<file path="src/design/jsu_pkg.sv">
// types, codes and helper functions shared by the json string unescaper
`default_nettype none

package jsu_pkg;

    typedef enum logic [2:0] {
        PH_IDLE,
        PH_DISCARD,
        PH_STR,
        PH_ESC,
        PH_HEX1,
        PH_PAIR_BS,
        PH_PAIR_U,
        PH_HEX2
    } phase_t;

    typedef enum logic [1:0] {
        KIND_DATA,
        KIND_DONE,
        KIND_ERR
    } kind_t;

    typedef enum logic [2:0] {
        ERR_EXPECT_QUOTE,
        ERR_UNTERM_STRING,
        ERR_UNTERM_ESCAPE,
        ERR_TRUNC_HEX,
        ERR_BAD_HEX,
        ERR_BAD_LOW_SURR,
        ERR_UNPAIRED,
        ERR_BAD_ESCAPE
    } err_code_t;

    localparam logic [7:0] CH_QUOTE  = 8'h22;
    localparam logic [7:0] CH_BSLASH = 8'h5C;
    localparam logic [7:0] CH_SLASH  = 8'h2F;
    localparam logic [7:0] CH_B      = 8'h62;
    localparam logic [7:0] CH_F      = 8'h66;
    localparam logic [7:0] CH_N      = 8'h6E;
    localparam logic [7:0] CH_R      = 8'h72;
    localparam logic [7:0] CH_T      = 8'h74;
    localparam logic [7:0] CH_U      = 8'h75;

    localparam logic [7:0] CTL_BS    = 8'h08;
    localparam logic [7:0] CTL_FF    = 8'h0C;
    localparam logic [7:0] CTL_LF    = 8'h0A;
    localparam logic [7:0] CTL_CR    = 8'h0D;
    localparam logic [7:0] CTL_TAB   = 8'h09;

    localparam logic [5:0] SURR_HIGH_TAG = 6'b110110;
    localparam logic [5:0] SURR_LOW_TAG  = 6'b110111;
    localparam logic [20:0] SUPP_BASE    = 21'h10000;

    // results caused by one input word, sent out one per beat
    typedef struct packed {
        logic             valid;
        logic [1:0]       last_idx;
        logic [3:0][7:0]  data;
        kind_t            kind;
        err_code_t        code;
    } res_bundle_t;

    typedef struct packed {
        logic [1:0]       last_idx;
        logic [3:0][7:0]  data;
    } utf8_seq_t;

    // bit 4 set for a byte that is no hex digit
    function automatic logic [4:0] hex_digit(input logic [7:0] c);
        logic [7:0] tmp;
        tmp = 8'h00;
        if (c >= 8'h30 && c <= 8'h39) begin
            return {1'b0, c[3:0]};
        end
        if (c >= 8'h61 && c <= 8'h66) begin
            tmp = c - 8'h57;
            return {1'b0, tmp[3:0]};
        end
        if (c >= 8'h41 && c <= 8'h46) begin
            tmp = c - 8'h37;
            return {1'b0, tmp[3:0]};
        end
        return 5'h10;
    endfunction

    function automatic utf8_seq_t utf8_encode(input logic [20:0] cp);
        utf8_seq_t s;
        s = '0;
        if (cp < 21'h80) begin
            s.last_idx = 2'd0;
            s.data[0]  = {1'b0, cp[6:0]};
        end else if (cp < 21'h800) begin
            s.last_idx = 2'd1;
            s.data[0]  = {3'b110, cp[10:6]};
            s.data[1]  = {2'b10, cp[5:0]};
        end else if (cp < 21'h10000) begin
            s.last_idx = 2'd2;
            s.data[0]  = {4'b1110, cp[15:12]};
            s.data[1]  = {2'b10, cp[11:6]};
            s.data[2]  = {2'b10, cp[5:0]};
        end else begin
            s.last_idx = 2'd3;
            s.data[0]  = {5'b11110, cp[20:18]};
            s.data[1]  = {2'b10, cp[17:12]};
            s.data[2]  = {2'b10, cp[11:6]};
            s.data[3]  = {2'b10, cp[5:0]};
        end
        return s;
    endfunction

endpackage

`default_nettype wire

</file>
<file path="src/design/jsu_step.sv">
// decode step: next scanner state and the result bundle for one input word
`default_nettype none

module jsu_step (
    input  wire jsu_pkg::phase_t      phase,
    input  wire logic [15:0]          hex_value,
    input  wire logic [1:0]           hex_cnt,
    input  wire logic [9:0]           high_half,
    input  wire logic [7:0]           in_byte,
    input  wire logic                 end_of_input,
    output jsu_pkg::phase_t           phase_next,
    output logic [15:0]               hex_value_next,
    output logic [1:0]                hex_cnt_next,
    output logic [9:0]                high_half_next,
    output jsu_pkg::res_bundle_t      res
);
    import jsu_pkg::*;

    logic [4:0]  dig;
    logic [15:0] hv_new;
    logic        hex_bad;
    logic        hex_done;
    logic        is_high;
    logic        is_low;
    logic [20:0] cp_pair;
    utf8_seq_t   enc_bmp;
    utf8_seq_t   enc_pair;

    assign dig      = hex_digit(in_byte);
    assign hex_bad  = dig[4];
    assign hv_new   = {hex_value[11:0], dig[3:0]};
    assign hex_done = (hex_cnt == 2'd3);
    assign is_high  = (hv_new[15:10] == SURR_HIGH_TAG);
    assign is_low   = (hv_new[15:10] == SURR_LOW_TAG);
    assign cp_pair  = SUPP_BASE + {1'b0, high_half, hv_new[9:0]};
    assign enc_bmp  = utf8_encode({5'd0, hv_new});
    assign enc_pair = utf8_encode(cp_pair);

    // next state
    always_comb begin
        phase_next     = phase;
        hex_value_next = hex_value;
        hex_cnt_next   = hex_cnt;
        high_half_next = high_half;
        unique case (phase)
            PH_IDLE, PH_DISCARD: begin
                if (!end_of_input) begin
                    if (in_byte == CH_QUOTE) begin
                        phase_next = PH_STR;
                    end else if (phase == PH_IDLE) begin
                        phase_next = PH_DISCARD;
                    end
                end
            end
            PH_STR: begin
                if (end_of_input) begin
                    phase_next = PH_DISCARD;
                end else if (in_byte == CH_QUOTE) begin
                    phase_next = PH_IDLE;
                end else if (in_byte == CH_BSLASH) begin
                    phase_next = PH_ESC;
                end
            end
            PH_ESC: begin
                if (end_of_input) begin
                    phase_next = PH_DISCARD;
                end else begin
                    case (in_byte) inside
                        CH_QUOTE, CH_BSLASH, CH_SLASH, CH_B, CH_F, CH_N, CH_R, CH_T: begin
                            phase_next = PH_STR;
                        end
                        CH_U: begin
                            phase_next     = PH_HEX1;
                            hex_value_next = '0;
                            hex_cnt_next   = '0;
                        end
                        default: begin
                            phase_next = PH_DISCARD;
                        end
                    endcase
                end
            end
            PH_HEX1, PH_HEX2: begin
                if (end_of_input || hex_bad) begin
                    phase_next = PH_DISCARD;
                end else begin
                    hex_value_next = hv_new;
                    if (!hex_done) begin
                        hex_cnt_next = hex_cnt + 2'd1;
                    end else begin
                        hex_cnt_next = '0;
                        if (phase == PH_HEX1) begin
                            if (is_high) begin
                                high_half_next = hv_new[9:0];
                                phase_next     = PH_PAIR_BS;
                            end else begin
                                phase_next = PH_STR;
                            end
                        end else if (is_low) begin
                            phase_next = PH_STR;
                        end else begin
                            phase_next = PH_DISCARD;
                        end
                    end
                end
            end
            PH_PAIR_BS: begin
                if (end_of_input || in_byte != CH_BSLASH) begin
                    phase_next = PH_DISCARD;
                end else begin
                    phase_next = PH_PAIR_U;
                end
            end
            PH_PAIR_U: begin
                if (end_of_input || in_byte != CH_U) begin
                    phase_next = PH_DISCARD;
                end else begin
                    phase_next     = PH_HEX2;
                    hex_value_next = '0;
                    hex_cnt_next   = '0;
                end
            end
            default: begin
                phase_next = PH_IDLE;
            end
        endcase
    end

    // results
    always_comb begin
        res          = '0;
        res.kind     = KIND_DATA;
        res.code     = ERR_EXPECT_QUOTE;
        unique case (phase)
            PH_IDLE: begin
                if (!end_of_input && in_byte != CH_QUOTE) begin
                    res.valid = 1'b1;
                    res.kind  = KIND_ERR;
                    res.code  = ERR_EXPECT_QUOTE;
                end
            end
            PH_DISCARD: begin
                res.valid = 1'b0;
            end
            PH_STR: begin
                if (end_of_input) begin
                    res.valid = 1'b1;
                    res.kind  = KIND_ERR;
                    res.code  = ERR_UNTERM_STRING;
                end else if (in_byte == CH_QUOTE) begin
                    res.valid = 1'b1;
                    res.kind  = KIND_DONE;
                end else if (in_byte != CH_BSLASH) begin
                    res.valid   = 1'b1;
                    res.data[0] = in_byte;
                end
            end
            PH_ESC: begin
                if (end_of_input) begin
                    res.valid = 1'b1;
                    res.kind  = KIND_ERR;
                    res.code  = ERR_UNTERM_ESCAPE;
                end else begin
                    res.valid = 1'b1;
                    case (in_byte) inside
                        CH_QUOTE, CH_BSLASH, CH_SLASH: res.data[0] = in_byte;
                        CH_B:    res.data[0] = CTL_BS;
                        CH_F:    res.data[0] = CTL_FF;
                        CH_N:    res.data[0] = CTL_LF;
                        CH_R:    res.data[0] = CTL_CR;
                        CH_T:    res.data[0] = CTL_TAB;
                        CH_U:    res.valid   = 1'b0;
                        default: begin
                            res.kind = KIND_ERR;
                            res.code = ERR_BAD_ESCAPE;
                        end
                    endcase
                end
            end
            PH_HEX1, PH_HEX2: begin
                if (end_of_input) begin
                    res.valid = 1'b1;
                    res.kind  = KIND_ERR;
                    res.code  = ERR_TRUNC_HEX;
                end else if (hex_bad) begin
                    res.valid = 1'b1;
                    res.kind  = KIND_ERR;
                    res.code  = ERR_BAD_HEX;
                end else if (hex_done) begin
                    if (phase == PH_HEX1) begin
                        if (!is_high) begin
                            res.valid    = 1'b1;
                            res.last_idx = enc_bmp.last_idx;
                            res.data     = enc_bmp.data;
                        end
                    end else if (is_low) begin
                        res.valid    = 1'b1;
                        res.last_idx = enc_pair.last_idx;
                        res.data     = enc_pair.data;
                    end else begin
                        res.valid = 1'b1;
                        res.kind  = KIND_ERR;
                        res.code  = ERR_BAD_LOW_SURR;
                    end
                end
            end
            PH_PAIR_BS: begin
                if (end_of_input || in_byte != CH_BSLASH) begin
                    res.valid = 1'b1;
                    res.kind  = KIND_ERR;
                    res.code  = ERR_UNPAIRED;
                end
            end
            PH_PAIR_U: begin
                if (end_of_input || in_byte != CH_U) begin
                    res.valid = 1'b1;
                    res.kind  = KIND_ERR;
                    res.code  = ERR_UNPAIRED;
                end
            end
            default: begin
                res.valid = 1'b0;
            end
        endcase
    end

endmodule

`default_nettype wire

</file>
<file path="src/design/json_string_unescape_utf8.sv">
// top level: json string unescaper with input register and result serializer
//
// Takes the raw bytes of one quoted JSON string token, one word per cycle
// while s_tready is high, and returns the decoded string as UTF-8 bytes,
// then a completion word or an error word. A word goes through an input
// register, is decoded combinationally into a bundle of zero to four
// results, and the bundle register hands them out one per beat. While m_tready
// is high, words causing at most one result flow at one per cycle; a word that
// expands to n UTF-8 bytes holds the bundle register for n beats, so the
// single result port sets the rate for \u escapes (at most three bytes out per
// six bytes in, four per twelve for a surrogate pair). No clearing pass after
// reset.
`default_nettype none

module json_string_unescape_utf8 (
    input  wire logic         aclk,
    input  wire logic         aresetn,
    input  wire logic         s_tvalid,
    output logic              s_tready,
    input  wire logic [7:0]   s_tdata,   // [7:0] in_byte
    input  wire logic         s_tuser,   // [0] end_of_input
    output logic              m_tvalid,
    input  wire logic         m_tready,
    output logic [15:0]       m_tdata,   // [7:0] out_byte, [10:8] error_code, rest zero
    output logic [1:0]        m_tuser,   // [1:0] result_kind
    output logic              m_tlast
);
    import jsu_pkg::*;

    logic            in_valid_reg, in_valid_next;
    logic [7:0]      in_byte_reg;
    logic            in_eoi_reg;

    phase_t          phase_reg, phase_next;
    logic [15:0]     hex_value_reg, hex_value_next;
    logic [1:0]      hex_cnt_reg, hex_cnt_next;
    logic [9:0]      high_half_reg, high_half_next;

    logic            b_valid_reg, b_valid_next;
    logic [1:0]      b_idx_reg, b_idx_next;
    logic [1:0]      b_last_reg;
    logic [3:0][7:0] b_data_reg;
    kind_t           b_kind_reg;
    err_code_t       b_code_reg;

    res_bundle_t     res;
    logic            s_fire;
    logic            m_fire;
    logic            b_final;
    logic            out_free;
    logic            in_advance;

    assign b_final    = (b_idx_reg == b_last_reg);
    assign m_fire     = m_tvalid && m_tready;
    assign out_free   = !b_valid_reg || (m_tready && b_final);
    assign in_advance = in_valid_reg && out_free;
    assign s_tready   = !in_valid_reg || in_advance;
    assign s_fire     = s_tvalid && s_tready;

    jsu_step u_step (
        .phase          (phase_reg),
        .hex_value      (hex_value_reg),
        .hex_cnt        (hex_cnt_reg),
        .high_half      (high_half_reg),
        .in_byte        (in_byte_reg),
        .end_of_input   (in_eoi_reg),
        .phase_next     (phase_next),
        .hex_value_next (hex_value_next),
        .hex_cnt_next   (hex_cnt_next),
        .high_half_next (high_half_next),
        .res            (res)
    );

    always_comb begin
        in_valid_next = in_valid_reg;
        if (s_fire) begin
            in_valid_next = 1'b1;
        end else if (in_advance) begin
            in_valid_next = 1'b0;
        end
    end

    always_comb begin
        b_valid_next = b_valid_reg;
        b_idx_next   = b_idx_reg;
        if (in_advance) begin
            b_valid_next = res.valid;
            b_idx_next   = '0;
        end else if (m_fire) begin
            if (b_final) begin
                b_valid_next = 1'b0;
            end else begin
                b_idx_next = b_idx_reg + 2'd1;
            end
        end
    end

    always_ff @(posedge aclk) begin
        if (!aresetn) begin
            in_valid_reg  <= 1'b0;
            b_valid_reg   <= 1'b0;
            b_idx_reg     <= '0;
            phase_reg     <= PH_IDLE;
            hex_value_reg <= '0;
            hex_cnt_reg   <= '0;
            high_half_reg <= '0;
        end else begin
            in_valid_reg <= in_valid_next;
            b_valid_reg  <= b_valid_next;
            b_idx_reg    <= b_idx_next;
            if (in_advance) begin
                phase_reg     <= phase_next;
                hex_value_reg <= hex_value_next;
                hex_cnt_reg   <= hex_cnt_next;
                high_half_reg <= high_half_next;
            end
        end
    end

    always_ff @(posedge aclk) begin
        if (s_fire) begin
            in_byte_reg <= s_tdata;
            in_eoi_reg  <= s_tuser;
        end
        if (in_advance) begin
            b_last_reg <= res.last_idx;
            b_data_reg <= res.data;
            b_kind_reg <= res.kind;
            b_code_reg <= res.code;
        end
    end

    assign m_tvalid = b_valid_reg;
    assign m_tdata  = {5'd0, b_code_reg, b_data_reg[b_idx_reg]};
    assign m_tuser  = b_kind_reg;
    assign m_tlast  = b_final;

    a_ctrl_single_word: assert property (@(posedge aclk) disable iff (!aresetn)
        (m_tvalid && m_tuser != KIND_DATA) |-> m_tlast)
        else $error("completion or error word not marked last");

    a_idx_in_range: assert property (@(posedge aclk) disable iff (!aresetn)
        b_valid_reg |-> (b_idx_reg <= b_last_reg))
        else $error("result index past end of bundle");

    a_bundle_continues: assert property (@(posedge aclk) disable iff (!aresetn)
        (m_tvalid && m_tready && !m_tlast) |=> m_tvalid)
        else $error("bundle dropped before its last word");

    a_input_held: assert property (@(posedge aclk) disable iff (!aresetn)
        (in_valid_reg && !out_free) |=> (in_valid_reg && $stable(in_byte_reg)))
        else $error("pending input word lost");

endmodule

`default_nettype wire

</file>
<file path="config.mk">
export PLATFORM = sky130hd
export DESIGN_NAME = json_string_unescape_utf8
export DESIGN_NICKNAME = d
export VERILOG_FILES = /design/src/design/jsu_pkg.sv /design/src/design/jsu_step.sv /design/src/design/json_string_unescape_utf8.sv
export SDC_FILE = /design/constraint.sdc
export NUM_CORES = 1
export LEC_CHECK = 0
export BUFFER_PORTS_ARGS = -buffer_cell sky130_fd_sc_hd__buf_2
export CORE_ASPECT_RATIO = 0.8
export CORE_MARGIN = 2
export CORE_UTILIZATION = 55
export CTS_CLUSTER_SIZE = 8
export DETAILED_ROUTE_END_ITERATION = 10
export PLACE_DENSITY = 0.8
export SLEW_MARGIN = 0
export SYNTH_ARGS = -nofsm -noshare
export SYNTH_HDL_FRONTEND = slang
export SYNTH_HIERARCHICAL = 1
export SYNTH_SLANG_ARGS = --single-unit
export TNS_END_PERCENT = 1
</file>
<file path="constraint.sdc">
create_clock -name aclk -period 3.4 [get_ports aclk]
set_input_delay 0.17 -clock aclk [delete_from_list [all_inputs] [get_ports aclk]]
set_output_delay 0.17 -clock aclk [all_outputs]
set_load 0.05 [all_outputs]
</file>
==> After elaboration in Yosys (flattened, before gate mapping) <==
Cells that the tools add are included.
{ "op_classes": {"n_reduce_logical": 32, "addsub": 5, "magnitude_cmp": 12, "muxes": 117, "n_bitwise": 5, "eq_ne": 32} }
{ "op_table": {"columns": ["operator", "n"], "rows": [
  ["two-way mux 8 bit", 16],
  ["two-way mux 5 bit", 21],
  ["two-way mux 35 bit", 2],
  ["two-way mux 12 bit", 5],
  ["== test 8 x 7 -> 1 bit, second input constant", 7],
  ["two-way mux 24 bit", 2],
  ["two-way mux 3 bit", 15],
  ["two-way mux 40 bit", 1],
  ["one-hot mux 12 bit (3 select lines)", 1],
  ["two-way mux 34 bit", 1],
  ["two-way mux 16 bit", 2],
  ["two-way mux 1 bit", 30],
  ["one-hot mux 5 bit (6 select lines)", 1],
  ["two-way mux 2 bit", 12],
  ["one-hot mux 8 bit (3 select lines)", 1],
  ["two-way mux 22 bit", 1],
  ["adder 17 x 20 -> 21 bit, first input constant", 1],
  ["< comparator 21 x 12 -> 1 bit, second input constant", 1],
  ["< comparator 21 x 17 -> 1 bit, second input constant", 1],
  ["< comparator 21 x 8 -> 1 bit, second input constant", 1],
  ["one-hot mux 3 bit (6 select lines)", 1],
  ["binary-select mux 8 bit (select 2 bit)", 1],
  ["== test 8 x 6 -> 1 bit, second input constant", 2],
  ["greater-or-equal comparator 8 x 7 -> 1 bit, second input constant", 2],
  ["other kinds (39)", 75]
]} }
{ "totals": {"elab_cells": 219, "register_bits": 79, "out_inout_bits": 21, "inputBits": 13} }

==> Longest topological paths before layout <==
{ "logic_depth": {"depth_word": 21, "mapped_depth": 11, "mapped_depth_nobuf": 10} }

==> Modules after synthesis <==
Netlist, hierarchy kept.
{ "by_module_without_submodules": {"columns": ["module", "area_per_inst_um2", "instances", "seq_area_each_um2", "cells_per_inst"], "rows": [
  ["json_string_unescape_utf8", 3153.0, 1, 2142.1, 197],
  ["jsu_step", 2466.1, 1, 0.0, 403]
]} }

==> Least setup slack after synthesis <==
Ideal clock, no wire load.
{ "synth_timing": {"kind": "register -> register", "startpoint": "reg in_byte_reg[0]", "endpoint": "reg high_half_reg[1]", "stages_incl_launch_ff": 11, "required_ps": 3284, "path_buffers": 1, "synth_period_minus_slack_ps": 2550, "arrival_ps": 2434, "setup_time_ps": 116, "path_slack_ps": 850, "cell_sequence": "edfxtp_1 > inv_1 > ha_1 > nor3b_1 > or3_4 > a211oi_4 > and3_1 > buf_6 > mux2_1 > mux2i_1 > nor2b_1"} }
{ "synth_via": {"elab_chain_len": 11, "word_cells_on_any_way": 25, "cone_classes": "2 x add/sub; 6 x order compare; 11 x mux; 1 x bitwise; 5 x reduce/logical"} }
{ "synth_lines": {"columns": ["element", "line_no", "source"], "rows": [
  ["start, declared", "json_string_unescape_utf8.sv:31", "logic [7:0] in_byte_reg;"],
  ["start signal, assigned", "json_string_unescape_utf8.sv:122", "in_byte_reg <= s_tdata;"],
  ["greater-or-equal comparator 8 x 7 -> 1 bit or less-or-equal comparator 8 x 7 -> 1 bit (tied branches)", "jsu_pkg.sv:79", "if (c >= 8'h41 && c <= 8'h46) begin"],
  ["logical AND 1 bit", "jsu_pkg.sv:79", null],
  ["two-way mux 1 bit (2 in series)", "jsu_pkg.sv:79", null],
  ["two-way mux 1 bit", "jsu_pkg.sv:75", "if (c >= 8'h61 && c <= 8'h66) begin"],
  ["two-way mux 5 bit", "jsu_pkg.sv:83", "return 5'h10;"],
  ["two-way mux 5 bit", "jsu_pkg.sv:79", null],
  ["two-way mux 5 bit (*)", "jsu_pkg.sv:75", null],
  ["logical OR 1 bit", "jsu_step.sv:84", "if (end_of_input || hex_bad) begin"],
  ["inverter 1 bit (no line)", null, null],
  ["AND reduction 6 bit (no line)", null, null],
  ["end signal, assigned", "json_string_unescape_utf8.sv:115", "high_half_reg <= high_half_next;"],
  ["end, declared", "json_string_unescape_utf8.sv:37", "logic [9:0] high_half_reg, high_half_next;"]
]} }
Mark *: on every way between the ends. The rest lies on a longest branch, timed or not. The select of a mux whose other input is x is not followed.
A chain may end at the register's enable or synchronous reset.

==> results.cfg <==
[critical_path]
cp_max_fo = 8
r2r_end = b_data_reg[3]$_DFFE_PP_
critPathMaxStageDelay_ns = 0.83
cp_data_arrival_time_ns = 3.29
cp_slowest_cell = a2111oi_0
required_ns = 3.59
worst-path-stages = 8
path_buf_inv = 1
rrSetupSlack_ns = 0.30
crit_path_cell_trace = inv_1 > ha_1 > nor3b_1 > or3_4 > a21boi_1 > nand2_1 > a2111oi_0 > a221o_1
r2r_start = in_byte_reg[0]$_DFFE_PP_
cpLargestDelayFamily = compound AO/OA/AOI/OAI gates
end_kind = flop
r2r_cells = 8
criticalPathCategory = reg -> reg
critPathLaunchType = flop

[drt]
vias = 4794
routed_via_density = 6.418
drt_wl_total_mm = 15.51
wl_per_cell_um = 20.77
initialDrtViolationCount = 696
drc = 0
first_pass_iters = 6
final_antenna_net_count = 0

[place]
post-place-ws_ns = 0.3650
postPlaceCellArea_mm2 = 0.005645
hpwlAfterDp_mm = 11.17
portBuffers = 28
gp_congestion = 1.021

[power_and_ir_drop]
peakVddDrop_mv = 0.3076
total_power_uw = 2375
comb_power_share = 0.096
p_leak_uw = 0.002304
power.density_mw_per_mm2 = 394.2
switching_share = 0.2505
clockPowerShare = 0.451
pwr-share-seq = 0.452
p_switching_uw = 595.0
p_int_uw = 1780

[cells_and_area]
drive_gt1_frac = 0.1538
stdcell_area_mm2 = 0.006025
layout_common_cells = nand2_1 (58), edfxtp_1 (48), nor2_1 (39), nor2b_1 (35), mux2i_1 (33)
nets = 625
final_common_cell = nand2_1
syn_to_final_growth_pct = 10.77
antenna_cells = 0
largest_register_ffs = 32
fin_util = 0.6244

[min_path]
min_path_cells = 1
hold_end = in_byte_reg[2]$_DFFE_PP_
hp-class = in -> reg
hold_path.startpoint = s_tdata[2]

[die]
die-area_mm2 = 0.01071
die-height_um = 92.95
rows = 32
die_w_um = 115.2
core_area_mm2 = 0.009649
start_util = 0.5637
io_pins = 34

[timing]
setup_violations = 0
worst_slack_ns = 0.2998
min_period_over_period = 0.9118
max_slew_margin = 0.3085
clock.fmax_ghz = 0.3226
finalCriticalPeriod_ns = 3.100
finalSetupTns_ns = 0
tightest_slew_ns = 1.011
rsz0062_at_grt = false
skew_ns = 0.01018
slew_viol_final = 0
hold_viol = 0

[clock_tree]
post-cts-setup-buffer-count = 0
clockBufferDepth = 2
clkSinkCount = 79
path_clk_slew_ns = 0.06
cts_tree = yes
cts_resized = 0
clock_latency_ns = 0.34
cts_buffers = 9
root_buffer = clkbuf_16
h-tree-depth = 3

[global_route]
grt_max_degree = 40
gr-total-overflow = 0
grt_pass1_wl_mm = 24.81
antenna_found_initial = 0
grt_pass1_vias = 4561
grtUsageTotal = 0.3031

[yosys]
netlist_instances = 584
netlist_area_mm2 = 0.005439
syn_avg_cell_area_um2 = 9.313
ys_warn_count = 6

[status]
status = completed

[job]
maxCapViolations = 0
## power by group through the flow
stage	Sequential [uW]	Combinational, uW	Clock (uW)
after floorplan	1100	177	0
after global routing	1080	243	1120
final	1070	228	1070
after global placement	1090	218	0
after detailed placement	1100	221	0
after CTS	1070	226	1090
## per-stage QoR
stage / hold slack, ns / cells
2_1_floorplan: 0.2689 / 590
3_3_place_gp: 0.3462 / 726
3_5_place_dp: 0.3481 / 726
4_1_cts: 0.002304 / 747
5_1_grt: 0.002632 / 747
6_report: 0.007638 / 747
## layer usage
metal / vias up / part of all wire / wire length, um / GRT usage
li1: 2191 / - / - / -
met4: 0 / 0.016 / 241 / 0.08534
met1: 2282 / 0.44 / 6874 / 0.4428
met5: - / 0 / 0 / 0
met3: 27 / 0.11 / 1764 / 0.08246
met2: 294 / 0.43 / 6633 / 0.4382
## cell type report
cell class / instances / area, um^2
multi-input combinational: 447 / 3063
timing repair buffer: 53 / 340.3
clock inverter: 7 / 103.9
sequential: 79 / 2062
inverter: 16 / 60.06
clock buffer: 9 / 225.2
fill: 814 / 3625
tap: 136 / 170.2
## what timing repair did
action | in CTS | in global routing
hold buffers | 5 | 0
hold endpoints to repair | 5 | 0
setup endpoints to repair | 0 | 0
## worst max path at each step
stage | from | endpoint | slack [ns]
floorplan | in_byte_reg[0]$_DFFE_PP_ | high_half_reg[1]$_SDFFE_PN0P_ | 0.90
global placement | in_byte_reg[0]$_DFFE_PP_ | b_data_reg[3]$_DFFE_PP_ | 0.31
detailed placement | in_byte_reg[0]$_DFFE_PP_ | b_data_reg[3]$_DFFE_PP_ | 0.36
CTS | in_byte_reg[0]$_DFFE_PP_ | b_data_reg[3]$_DFFE_PP_ | 0.35
global route | in_byte_reg[0]$_DFFE_PP_ | b_data_reg[3]$_DFFE_PP_ | 0.16
finish | in_byte_reg[0]$_DFFE_PP_ | b_data_reg[3]$_DFFE_PP_ | 0.30
(Power assumes the default switching activity.)
